File: src/rtl/core/bspv_pkg.sv
// Shared types, constants and the arctangent lookup table for the brightest-spot polar vector block.
package bspv_pkg;

  localparam int MAX_DIM_DEF      = 4096;
  localparam int CORDIC_ITERS_DEF = 16;

  localparam int DIM_W   = 13;
  localparam int CNT_W   = 12;
  localparam int PIX_W   = 8;
  localparam int DIST_W  = 16;
  localparam int HEAD_W  = 15;
  localparam int OUT_W   = 64;

  localparam int CFG_IDX_W = 1;
  localparam logic [CFG_IDX_W-1:0] REG_FRAME_WIDTH  = 1'd0;
  localparam logic [CFG_IDX_W-1:0] REG_FRAME_HEIGHT = 1'd1;

  localparam logic [DIM_W-1:0] WIDTH_RST  = 13'd640;
  localparam logic [DIM_W-1:0] HEIGHT_RST = 13'd480;

  // square root datapath: n = (dx^2 + dy^2) * 256 < 2^33
  localparam int SQ_ACC_W = 2 * CNT_W + 1;
  localparam int SQ_W     = 34;
  localparam logic [SQ_W-1:0] SQ_BIT_INIT = SQ_W'(1) << 32;

  // CORDIC datapath
  localparam int CX_W       = 40;
  localparam int CX_SH      = 24;
  localparam int Z_W        = 26;
  localparam int ATAN_IDX_W = 5;

  localparam logic signed [Z_W-1:0] Z_90  = 26'sd5898240;
  localparam logic [Z_W-1:0]        A_180 = 26'd11796480;
  localparam logic [Z_W-1:0]        A_360 = 26'd23592960;
  localparam logic [Z_W-1:0]        A_RND = 26'd512;
  localparam int                    A_SH  = 10;

  localparam logic [HEAD_W-1:0] HEAD_0    = 15'd0;
  localparam logic [HEAD_W-1:0] HEAD_90   = 15'd5760;
  localparam logic [HEAD_W-1:0] HEAD_180  = 15'd11520;
  localparam logic [HEAD_W-1:0] HEAD_270  = 15'd17280;
  localparam logic [HEAD_W:0]   HEAD_FULL = 16'd23040;

  typedef enum logic [2:0] {
    ST_IDLE,
    ST_SQ_X,
    ST_SQ_Y,
    ST_ROOT,
    ST_CORDIC,
    ST_FINISH
  } state_t;

  // arctangent of 2^-i in units of 2^-16 degree
  function automatic logic signed [Z_W-1:0] atan_entry(input logic [ATAN_IDX_W-1:0] idx);
    logic signed [Z_W-1:0] v;
    begin
      case (idx)
        5'd0:    v = 26'sd2949120;
        5'd1:    v = 26'sd1740967;
        5'd2:    v = 26'sd919879;
        5'd3:    v = 26'sd466945;
        5'd4:    v = 26'sd234379;
        5'd5:    v = 26'sd117304;
        5'd6:    v = 26'sd58666;
        5'd7:    v = 26'sd29335;
        5'd8:    v = 26'sd14668;
        5'd9:    v = 26'sd7334;
        5'd10:   v = 26'sd3667;
        5'd11:   v = 26'sd1833;
        5'd12:   v = 26'sd917;
        5'd13:   v = 26'sd458;
        5'd14:   v = 26'sd229;
        5'd15:   v = 26'sd115;
        5'd16:   v = 26'sd57;
        5'd17:   v = 26'sd29;
        5'd18:   v = 26'sd14;
        5'd19:   v = 26'sd7;
        5'd20:   v = 26'sd4;
        5'd21:   v = 26'sd2;
        5'd22:   v = 26'sd1;
        default: v = 26'sd0;
      endcase
      return v;
    end
  endfunction

endpackage

File: src/rtl/core/brightest_spot_polar_vector_top.sv
// Brightest-spot locator with polar offset (distance, heading) from the frame centre.
// Pixels: one per cycle while idle. The last pixel of a frame starts the vector math and
// in_tready stays low until it ends: squaring of dx and then dy on one shared multiplier,
// the square root (one result bit per step), the CORDIC vectoring iterations (skipped on
// an axis) and a finish step that waits until the previous result has been taken.
// Reset (rst_n low, synchronous): frame size 640x480, counters and best spot zero, no result.
module brightest_spot_polar_vector_top #(
  parameter int MAX_DIM      = bspv_pkg::MAX_DIM_DEF,
  parameter int CORDIC_ITERS = bspv_pkg::CORDIC_ITERS_DEF
) (
  input  logic                           clk,
  input  logic                           rst_n,
  input  logic                           cfg_valid,
  output logic                           cfg_ready,
  input  logic [bspv_pkg::CFG_IDX_W-1:0] cfg_index,
  input  logic [bspv_pkg::DIM_W-1:0]     cfg_data,
  input  logic                           in_tvalid,
  output logic                           in_tready,
  input  logic [bspv_pkg::PIX_W-1:0]     in_tdata,   // [7:0] pixel
  output logic                           out_tvalid,
  input  logic                           out_tready,
  // [11:0] spot_col, [23:12] spot_row, [31:24] spot_level, [47:32] distance,
  // [62:48] heading, [63] zero
  output logic [bspv_pkg::OUT_W-1:0]     out_tdata
);

  localparam int IT_W = $clog2(CORDIC_ITERS);
  localparam logic [IT_W-1:0] IT_LAST = IT_W'(CORDIC_ITERS - 1);
  localparam logic [bspv_pkg::DIM_W-1:0] MAX_DIM_V = bspv_pkg::DIM_W'(MAX_DIM);

  localparam int CNT_W = bspv_pkg::CNT_W;
  localparam int DIM_W = bspv_pkg::DIM_W;
  localparam int SQ_W  = bspv_pkg::SQ_W;
  localparam int CX_W  = bspv_pkg::CX_W;
  localparam int Z_W   = bspv_pkg::Z_W;

  bspv_pkg::state_t state_r, state_nxt;

  logic [DIM_W-1:0]          width_r, height_r;
  logic [CNT_W-1:0]          col_r, row_r;
  logic [bspv_pkg::PIX_W-1:0] best_level_r;
  logic [CNT_W-1:0]          best_col_r, best_row_r;

  logic [CNT_W-1:0]          res_col_r, res_row_r;
  logic [bspv_pkg::PIX_W-1:0] res_level_r;
  logic [CNT_W-1:0]          ax_r, ay_r;
  logic                      dx_neg_r, dy_neg_r;

  logic [SQ_W-1:0]           rem_r, rem_nxt;
  logic [SQ_W-1:0]           root_r, root_nxt;
  logic [SQ_W-1:0]           bit_r, bit_nxt;

  logic signed [CX_W-1:0]    x_r, x_nxt, y_r, y_nxt;
  logic signed [Z_W-1:0]     z_r, z_nxt;
  logic [IT_W-1:0]           iter_r, iter_nxt;

  logic                      out_valid_r;
  logic [bspv_pkg::OUT_W-1:0] out_data_r;

  // pixel path
  logic [DIM_W-1:0] w_c, h_c, w_m1, h_m1;
  logic [CNT_W-1:0] half_w, half_h;
  logic             in_fire, take, row_end, frame_end, axis;
  logic [CNT_W-1:0] bc, br;
  logic [bspv_pkg::PIX_W-1:0] bl;

  always_comb begin
    if (width_r == '0) w_c = DIM_W'(1);
    else if (width_r > MAX_DIM_V) w_c = MAX_DIM_V;
    else w_c = width_r;
    if (height_r == '0) h_c = DIM_W'(1);
    else if (height_r > MAX_DIM_V) h_c = MAX_DIM_V;
    else h_c = height_r;
  end

  assign w_m1      = w_c - DIM_W'(1);
  assign h_m1      = h_c - DIM_W'(1);
  assign half_w    = w_c[DIM_W-1:1];
  assign half_h    = h_c[DIM_W-1:1];
  assign in_fire   = in_tvalid && in_tready;
  assign take      = ((col_r == '0) && (row_r == '0)) || (in_tdata > best_level_r);
  assign bc        = take ? col_r : best_col_r;
  assign br        = take ? row_r : best_row_r;
  assign bl        = take ? in_tdata : best_level_r;
  assign row_end   = {1'b0, col_r} >= w_m1;
  assign frame_end = row_end && ({1'b0, row_r} >= h_m1);
  assign axis      = (ax_r == '0) || (ay_r == '0);

  // shared multiplier for the squares
  logic [CNT_W-1:0]     mul_in;
  logic [2*CNT_W-1:0]   prod;
  logic [bspv_pkg::SQ_ACC_W-1:0] sq_sum;

  assign mul_in = (state_r == bspv_pkg::ST_SQ_X) ? ax_r : ay_r;
  assign prod   = mul_in * mul_in;
  assign sq_sum = bspv_pkg::SQ_ACC_W'(rem_r) + bspv_pkg::SQ_ACC_W'(prod);

  // square root step
  logic [SQ_W-1:0] trial;
  assign trial = root_r + bit_r;

  // CORDIC step
  logic signed [CX_W-1:0] xs, ys;
  logic signed [Z_W-1:0]  atan_v;
  logic                   y_pos;
  assign xs     = x_r >>> iter_r;
  assign ys     = y_r >>> iter_r;
  assign atan_v = bspv_pkg::atan_entry(bspv_pkg::ATAN_IDX_W'(iter_r));
  assign y_pos  = !y_r[CX_W-1] && (y_r != '0);

  // heading and distance
  logic [Z_W-1:0]    zc, ang, ang_rnd;

  logic [bspv_pkg::HEAD_W:0]   ang_q;
  logic [bspv_pkg::HEAD_W-1:0] head;
  logic [SQ_W-1:0]             dist_full;
  logic [bspv_pkg::DIST_W-1:0] dist_q;

  always_comb begin
    if (z_r[Z_W-1]) zc = '0;
    else if (z_r > bspv_pkg::Z_90) zc = Z_W'(bspv_pkg::Z_90);
    else zc = z_r;
    if (!dx_neg_r && !dy_neg_r) ang = zc;
    else if (dx_neg_r && !dy_neg_r) ang = bspv_pkg::A_180 - zc;
    else if (dx_neg_r) ang = bspv_pkg::A_180 + zc;
    else ang = bspv_pkg::A_360 - zc;
    ang_rnd = ang + bspv_pkg::A_RND;
    ang_q = ang_rnd[bspv_pkg::A_SH +: bspv_pkg::HEAD_W + 1];
    if (ang_q >= bspv_pkg::HEAD_FULL) ang_q = ang_q - bspv_pkg::HEAD_FULL;
    if (ax_r == '0 && ay_r == '0) head = bspv_pkg::HEAD_0;
    else if (ay_r == '0) head = dx_neg_r ? bspv_pkg::HEAD_180 : bspv_pkg::HEAD_0;
    else if (ax_r == '0) head = dy_neg_r ? bspv_pkg::HEAD_270 : bspv_pkg::HEAD_90;
    else head = ang_q[bspv_pkg::HEAD_W-1:0];
    dist_full = root_r + SQ_W'(rem_r > root_r);
    dist_q    = dist_full[bspv_pkg::DIST_W-1:0];
  end

  // next state
  always_comb begin
    state_nxt = state_r;
    unique case (state_r)
      bspv_pkg::ST_IDLE:   if (in_fire && frame_end) state_nxt = bspv_pkg::ST_SQ_X;
      bspv_pkg::ST_SQ_X:   state_nxt = bspv_pkg::ST_SQ_Y;
      bspv_pkg::ST_SQ_Y:   state_nxt = bspv_pkg::ST_ROOT;
      bspv_pkg::ST_ROOT:   if (bit_r[0]) state_nxt = axis ? bspv_pkg::ST_FINISH
                                                          : bspv_pkg::ST_CORDIC;
      bspv_pkg::ST_CORDIC: if (iter_r == IT_LAST) state_nxt = bspv_pkg::ST_FINISH;
      bspv_pkg::ST_FINISH: if (!out_valid_r) state_nxt = bspv_pkg::ST_IDLE;
      default:             state_nxt = bspv_pkg::ST_IDLE;
    endcase
  end

  // datapath next values
  always_comb begin
    rem_nxt  = rem_r;
    root_nxt = root_r;
    bit_nxt  = bit_r;
    x_nxt    = x_r;
    y_nxt    = y_r;
    z_nxt    = z_r;
    iter_nxt = iter_r;
    unique case (state_r)
      bspv_pkg::ST_SQ_X: rem_nxt = SQ_W'(prod);
      bspv_pkg::ST_SQ_Y: begin
        rem_nxt  = SQ_W'({sq_sum, 8'd0});
        root_nxt = '0;
        bit_nxt  = bspv_pkg::SQ_BIT_INIT;
      end
      bspv_pkg::ST_ROOT: begin
        if (rem_r >= trial) begin
          rem_nxt  = rem_r - trial;
          root_nxt = (root_r >> 1) + bit_r;
        end else begin
          root_nxt = root_r >> 1;
        end
        bit_nxt  = bit_r >> 2;
        x_nxt    = CX_W'({ax_r, 24'd0});
        y_nxt    = CX_W'({ay_r, 24'd0});
        z_nxt    = '0;
        iter_nxt = '0;
      end
      bspv_pkg::ST_CORDIC: begin
        if (y_pos) begin
          x_nxt = x_r + ys;
          y_nxt = y_r - xs;
          z_nxt = z_r + atan_v;
        end else begin
          x_nxt = x_r - ys;
          y_nxt = y_r + xs;
          z_nxt = z_r - atan_v;
        end
        iter_nxt = iter_r + IT_W'(1);
      end
      default: ;
    endcase
  end

  // outputs
  always_comb begin
    in_tready  = (state_r == bspv_pkg::ST_IDLE);
    cfg_ready  = 1'b1;
    out_tvalid = out_valid_r;
    out_tdata  = out_data_r;
  end

  always_ff @(posedge clk) begin
    if (!rst_n) begin
      state_r      <= bspv_pkg::ST_IDLE;
      width_r      <= bspv_pkg::WIDTH_RST;
      height_r     <= bspv_pkg::HEIGHT_RST;
      col_r        <= '0;
      row_r        <= '0;
      best_level_r <= '0;
      best_col_r   <= '0;
      best_row_r   <= '0;
      out_valid_r  <= 1'b0;
    end else begin
      state_r <= state_nxt;
      if (cfg_valid && cfg_ready) begin
        unique case (cfg_index)
          bspv_pkg::REG_FRAME_WIDTH:  width_r  <= cfg_data;
          bspv_pkg::REG_FRAME_HEIGHT: height_r <= cfg_data;
          default: ;
        endcase
      end
      if (in_fire) begin
        best_level_r <= bl;
        best_col_r   <= bc;
        best_row_r   <= br;
        if (frame_end) begin
          col_r <= '0;
          row_r <= '0;
        end else if (row_end) begin
          col_r <= '0;
          row_r <= row_r + CNT_W'(1);
        end else begin
          col_r <= col_r + CNT_W'(1);
        end
      end
      if (state_r == bspv_pkg::ST_FINISH && !out_valid_r) out_valid_r <= 1'b1;
      else if (out_valid_r && out_tready) out_valid_r <= 1'b0;
    end
  end

  always_ff @(posedge clk) begin
    rem_r  <= rem_nxt;
    root_r <= root_nxt;
    bit_r  <= bit_nxt;
    x_r    <= x_nxt;
    y_r    <= y_nxt;
    z_r    <= z_nxt;
    iter_r <= iter_nxt;
    if (in_fire && frame_end) begin
      res_col_r   <= bc;
      res_row_r   <= br;
      res_level_r <= bl;
      dx_neg_r    <= bc < half_w;
      dy_neg_r    <= br < half_h;
      ax_r        <= (bc < half_w) ? half_w - bc : bc - half_w;
      ay_r        <= (br < half_h) ? half_h - br : br - half_h;
    end
    if (state_r == bspv_pkg::ST_FINISH && !out_valid_r) begin
      out_data_r <= {1'b0, head, dist_q, res_level_r, res_row_r, res_col_r};
    end
  end

`ifndef SYNTHESIS
  a_root_bit_onehot: assert property (@(posedge clk) disable iff (!rst_n)
    state_r == bspv_pkg::ST_ROOT |-> $onehot(bit_r))
    else $error("square root bit lost");

  a_iter_bound: assert property (@(posedge clk) disable iff (!rst_n)
    state_r == bspv_pkg::ST_CORDIC |-> iter_r <= IT_LAST)
    else $error("CORDIC iteration past last");

  a_finish_loads: assert property (@(posedge clk) disable iff (!rst_n)
    state_r == bspv_pkg::ST_FINISH && !out_valid_r |=>
      out_valid_r && state_r == bspv_pkg::ST_IDLE)
    else $error("finished result not presented");

  a_heading_range: assert property (@(posedge clk) disable iff (!rst_n)
    out_tvalid |-> {1'b0, out_tdata[62:48]} < bspv_pkg::HEAD_FULL)
    else $error("heading out of range");
`endif

endmodule
File: config.mk
export PLATFORM = sky130hd
export DESIGN_NAME = brightest_spot_polar_vector_top
export DESIGN_NICKNAME = d
export VERILOG_FILES = /design/src/rtl/core/bspv_pkg.sv /design/src/rtl/core/brightest_spot_polar_vector_top.sv
export SDC_FILE = /design/constraint.sdc
export NUM_CORES = 2
export LEC_CHECK = 0
export BUFFER_PORTS_ARGS = -buffer_cell sky130_fd_sc_hd__buf_2
export CORE_ASPECT_RATIO = 1.25
export CORE_MARGIN = 4
export CORE_UTILIZATION = 55
export CTS_CLUSTER_SIZE = 14
export DETAILED_ROUTE_END_ITERATION = 6
export PLACE_DENSITY = 0.74
export SLEW_MARGIN = 20
export SYNTH_ARGS = -nofsm -noshare
export SYNTH_HDL_FRONTEND = slang
export SYNTH_SLANG_ARGS = --single-unit
File: constraint.sdc
create_clock -name clk -period 8.4 [get_ports clk]
set_clock_uncertainty 0.1 [all_clocks]
set_input_delay 0.42 -clock clk [delete_from_list [all_inputs] [get_ports clk]]
set_output_delay 0.42 -clock clk [all_outputs]
set_load 0.01 [all_outputs]
# Yosys cells after proc, flatten, opt, wreduce, memory -nomap -nowiden
# Memory sizes are Yosys's and may differ from the RTL's. A register that Yosys moved wholly into a read port is not among the register bits.
# Cells that the tools add are included.
[totals]
memories = 1
reg_bits = 419
mem_bits_ro = 352
word_cells = 156
output_inout_bits = 67
[mem_list]
columns = ["memory", "words", "word_bits", "rd", "rd_clocked_by_memory_dff", "write_ports", "line", "text"]
rows = [
  ["(name not given)", 16, 22, 1, 1, 0, "bspv_pkg.sv:57", "case (idx)"],
]
[op_classes]
mux = 45
reduce_logical = 34
n_shift = 2
multipliers = 1
addsub = 25
order_cmp = 11
bitwise = 1
n_eq_ne = 11
[op_table]
columns = ["op", "n"]
rows = [
  ["40-bit one-hot mux with 2 select lines", 2],
  ["34-bit one-hot mux with 2 select lines", 2],
  ["12-bit two-way mux", 9],
  ["26-bit two-way mux", 4],
  ["34-bit one-hot mux with 3 select lines", 1],
  ["40-bit adder", 2],
  ["40-bit two-way mux", 2],
  ["40-bit by 4-bit >>> shifter with 40-bit output", 2],
  ["40-bit subtractor", 2],
  ["34-bit two-way mux", 2],
  ["15-bit two-way mux", 4],
  ["13-bit two-way mux", 4],
  ["26-bit one-hot mux with 2 select lines", 1],
  ["25-bit two-way mux", 2],
  ["12-bit zero test", 4],
  ["12-bit subtractor", 4],
  ["40-bit nonzero test", 1],
  ["33-bit by 34-bit adder with 34-bit output", 1],
  ["34-bit adder", 1],
  ["34-bit >= comparator", 1],
  ["34-bit greater-than comparator", 1],
  ["34-bit subtractor", 1],
  ["24-bit by 26-bit adder with 26-bit output, first input constant", 1],
  ["26-bit by 10-bit adder with 26-bit output, second input constant", 1],
  ["other kinds (40)", 75],
]

# Depth between registers and ports, before layout
[depth]
word_depth = 12
mapped_depth = 34
depth_no_buf = 33

# Least setup slack after synthesis
# Ideal clock, no wire load.
[synth_timing]
path_type = "flip-flop to flip-flop"
startpoint = "reg state_r[0]"
endpoint = "reg rem_r[30], data pin"
setup_slack_ps = 145
t_required_ps = 8039
setup_ps = 261
arrival_ps = 7894
path_stages_with_launch = 33
path_buffers = 1
path_cell_list = "dfxtp_1 -> clkinv_1 -> nor3_1 -> clkbuf_1 -> mux2i_1 -> inv_1 -> nand2_1 -> inv_1 -> fa_1 -> ha_1 -> fa_1 -> ha_1 -> inv_1 -> fa_1 -> inv_1 -> ha_1 -> a21o_1 -> a21oi_1 -> o21bai_1 -> a21oi_1 -> o21bai_1 -> a21oi_1 -> o21bai_1 -> a21oi_1 -> xnor2_1 -> ha_1 -> nand3_1 -> o311ai_0 -> o41ai_1 -> o22ai_1 -> o41a_1 -> xor2_1 -> a221o_1"
[synth_via]
elab_chain_len = 5
[synth_rtl]
columns = ["element", "line", "text"]
rows = [
  ["start, declared", "brightest_spot_polar_vector_top.sv:37", "bspv_pkg::state_t state_r, state_nxt;"],
  ["start signal, assigned", "brightest_spot_polar_vector_top.sv:208", "state_r <= bspv_pkg::ST_IDLE;"],
  ["start signal, assigned", "brightest_spot_polar_vector_top.sv:218", "state_r <= state_nxt;"],
  ["3-bit by 1-bit == test with 1-bit output", "brightest_spot_polar_vector_top.sv:94, brightest_spot_polar_vector_top.sv:162", ""],
  ["12-bit two-way mux", "brightest_spot_polar_vector_top.sv:94", "assign mul_in = (state_r == bspv_pkg::ST_SQ_X) ? ax_r : ay_r;"],
  ["12-bit by 12-bit multiplier with 24-bit output", "brightest_spot_polar_vector_top.sv:95", "assign prod = mul_in * mul_in;"],
  ["25-bit by 24-bit adder with 25-bit output", "brightest_spot_polar_vector_top.sv:96", "assign sq_sum = bspv_pkg::SQ_ACC_W'(rem_r) + bspv_pkg::SQ_ACC_W'(prod);"],
  ["34-bit one-hot mux with 3 select lines *", "brightest_spot_polar_vector_top.sv:162", "unique case (state_r)"],
  ["net rem_nxt[30]", "brightest_spot_polar_vector_top.sv:49", "logic [SQ_W-1:0] rem_r, rem_nxt;"],
  ["end signal, assigned", "brightest_spot_polar_vector_top.sv:246", "rem_r <= rem_nxt;"],
  ["end, declared", "brightest_spot_polar_vector_top.sv:49", ""],
]
# Mark *: on every way through the listed nets, which the timed path passes. The rest lies on a longest branch.
# A chain may end at the register's enable or synchronous reset.

# Worst setup path after layout
# Ends and elaborated chain as after synthesis.

==> results.sh <==
export IMPL_peakVddDrop_uv=171.3
export IMPL_min_period_ns=7.972
export IMPL_critPathMostFrequentCell="inv_1"
export IMPL_synth_simple_area_share_pct=16.48
export IMPL_drc_errors=0
export IMPL_die_area_um2=79190
export IMPL_numPortBuffers=91
export IMPL_ys_flop_type="edfxtp_1"
export IMPL_row_count=111
export IMPL_grt_usage_pct=27.01
export IMPL_yosysMostFrequentCell="nor2_1"
export IMPL_ant_nets=0
export IMPL_synth_adder_area_share_pct=16.18
export IMPL_cts_buffers=49
export IMPL_grt_pass1_wl_um=176500
export IMPL_fin_hold_ws_ns=0.05838
export IMPL_hold_path_depth=2
export IMPL_die_w_um=252.5
export IMPL_vias_per_cell=6.166
export IMPL_path_buf_inv=8
export IMPL_synth_top_family_by_area="compound AO/OA/AOI/OAI gates"
export IMPL_cp_slowest_stage_delay_ns=0.53
export IMPL_synth_edf_count=316
export IMPL_yosysTopAreaCell="edfxtp_1"
export IMPL_post_dp_hpwl_um=83280
export IMPL_finalHoldViolCount=0
export IMPL_ios=94
export IMPL_status="finished, final reports clean"
export IMPL_finalSetupViolCount=0
export IMPL_period_share_pct=94.90
export IMPL_cp_start_kind="flip-flop"
export IMPL_cts_buffer_depth=3
export IMPL_worstRegToRegCells=31
export IMPL_p_leak_nw=18.28
export IMPL_clkTransAtPathRegs_ns=0.06
export IMPL_synth_compound_area_share_pct=16.99
export IMPL_vias=34542
export IMPL_cp_slowest_cell="fa_1"
export IMPL_yosys_mux_area_fraction_pct=8.969
export IMPL_worstMarginPinSlew_ns=1.004
export IMPL_fin_util_pct=60.07
export IMPL_clock_latency_ns=0.63
export IMPL_routed_wl_um=109300
export IMPL_report_final_slew_viol_count=0
export IMPL_worstPathRequired_ns=8.67
export IMPL_initialDrtViolationCount=2660
export IMPL_path_depth=31
export IMPL_synth_nets=5077
export IMPL_dr_pass1_iters=6
export IMPL_cp_arrival_ns=8.25
export IMPL_grt_overflow_total=0
export IMPL_drive_above_1_share_pct=9.543
export IMPL_place_gp_congestion=0.9554
export IMPL_fmaxAchievable_ghz=0.1254
export IMPL_core_area_um2=73750
export IMPL_synthTopCellsByArea="edfxtp_1, ha_1, dfxtp_1, xnor2_1, mux4_2"
export IMPL_power_mw=4.811
export IMPL_postCtsSetupRepairBufs=0
export IMPL_ys_top_cells_by_count="nor2_1, nand2_1, ha_1"
export IMPL_grt_pass1_vias=33777
export IMPL_drt_wirelength_per_cell_um=19.52
export IMPL_grt_max_degree=84
export IMPL_hp_class="input pin to flip-flop"
export IMPL_worstPathMaxFanout=7
export IMPL_initial_core_util_pct=55.73
export IMPL_antenna_found_initial=3
export IMPL_cts_root_buffer="clkbuf_16"
export IMPL_cts_tree="yes"
export IMPL_crit_type="flip-flop to flip-flop"
export IMPL_antenna_cells_inserted=0
export IMPL_fin_ws_ns=0.4280
export IMPL_yosys_area_top_type_share_pct=23.09
export IMPL_fillers=6441
export IMPL_ys_seq_area_share_pct=28.35
export IMPL_synth_seq_cells=424
export IMPL_syn_inst=4572
export IMPL_nets=5108
export IMPL_cap_violations=0
export IMPL_synth_avg_cell_area_um2=8.989
export IMPL_yosysWarnings=0
export IMPL_die_h_um=313.6
export IMPL_dpl_worst_slack_ns=0.1388
export IMPL_yosysUniqueCellTypes=102
export IMPL_path_delay_family="adder cells"
export IMPL_relSlewSlack_pct=33.08
export IMPL_cts_htree_levels=2
export IMPL_synth_area_um2=41100
export IMPL_synthArstFlopShare_pct=0
export IMPL_cts_sinks=424
export IMPL_powerDensity_nw_per_um2=108.6
export IMPL_synthToLayoutAreaGrowth_pct=7.794
export IMPL_synthXorXnorAreaFrac_pct=8.013
export IMPL_cp_end_kind="flip-flop"
==> metal layers <==
layer	up-vias	global-route usage, %	share of wire [%]
met5	-	0	0
met4	0	10.72	4.2
met3	276	3.442	5.4
met2	1058	47.05	49
met1	16561	34.11	41
li1	16647	-	-
==> cells by family after synthesis <==
logic type | Yosys count
buffers and inverters | 521
other | 2
multiplexers | 250
adder cells (fa/ha/maj) | 478
AND/OR/NAND/NOR | 1438
XOR/XNOR | 376
flip-flops | 424
AO/OA/AOI/OAI | 1083
==> layout make-up <==
type,count,area (um2),area share (%)
tap,960,1201,2.711
inverter,349,1318,2.974
clock inverter,29,296.5,0.6694
timing repair buffer,152,998.5,2.254
multi-input combinational,3627,27490,62.06
clock buffer,61,1343,3.030
sequential,424,11650,26.30
==> report_power, final <==
part	switching, mW	leakage (nW)	internal, mW
Combinational	0.190	13.8	0.137
Clock	0.948	0.814	1.27
Sequential	0.0151	3.71	2.25
==> cell usage in the layout, fill, tap and decap left out, types with 45 or more instances in the layout <==
| cell | count |
|---|---|
| dfxtp_1 | 107 |
| edfxtp_1 | 316 |
| o21ai_0 | 225 |
| xor2_1 | 141 |
| a21o_1 | 116 |
| nor2_1 | 446 |
| xnor2_1 | 235 |
| o31ai_1 | 45 |
| mux2i_1 | 112 |
| fa_1 | 89 |
| inv_1 | 334 |
| clkbuf_16 | 50 |
| a31oi_1 | 49 |
| mux4_2 | 90 |
| a211oi_1 | 67 |
| nand4_1 | 50 |
| buf_2 | 91 |
| nand3_1 | 89 |
| nor2b_1 | 46 |
| a21oi_1 | 299 |
| ha_1 | 389 |
| nor3_1 | 99 |
| and3_1 | 58 |
| nand2_1 | 429 |
==> stage by stage <==
stage	instance area (um2)	TNS, ns	instances
final	44300	0	5602
after detailed placement	42470	0	5498
after global placement	42470	0	5498
after floorplan	41100	0	4572
after global routing	44300	-0.09204	5602
after CTS	44250	0	5602
==> path summary, 6_finish.rpt <==
kind	start	endpoint	slack, ns
setup reg to reg	state_r[0]	rem_r[30]	0.43
hold / removal	rst_n	height_r[8]	0.06
hold reg to reg	res_row_r[10]	out_tdata[22]	0.30
setup / recovery	state_r[0]	rem_r[30]	0.43
==> sequential cells by signal, indices dropped and copies added (netlist names), 3 cells and up <==
name / cells
atan_v: 22
ax_r: 12
ay_r: 12
best_col_r: 12
best_level_r: 8
best_row_r: 12
bit_r: 17
col_r: 12
height_r: 13
iter_r: 4
out_tdata: 63
rem_r: 34
res_col_r: 12
res_level_r: 8
res_row_r: 12
root_r: 34
row_r: 12
state_r: 3
width_r: 13
x_r: 40
y_r: 40
z_r: 26
==> timing repair <==
action / CTS / global route
hold buffers: 14 / 0
endpoints found under the hold margin: 27 / 0
endpoints found under the setup margin: 0 / 6
resized for setup: 0 / 14
(Power assumes the default switching activity.)
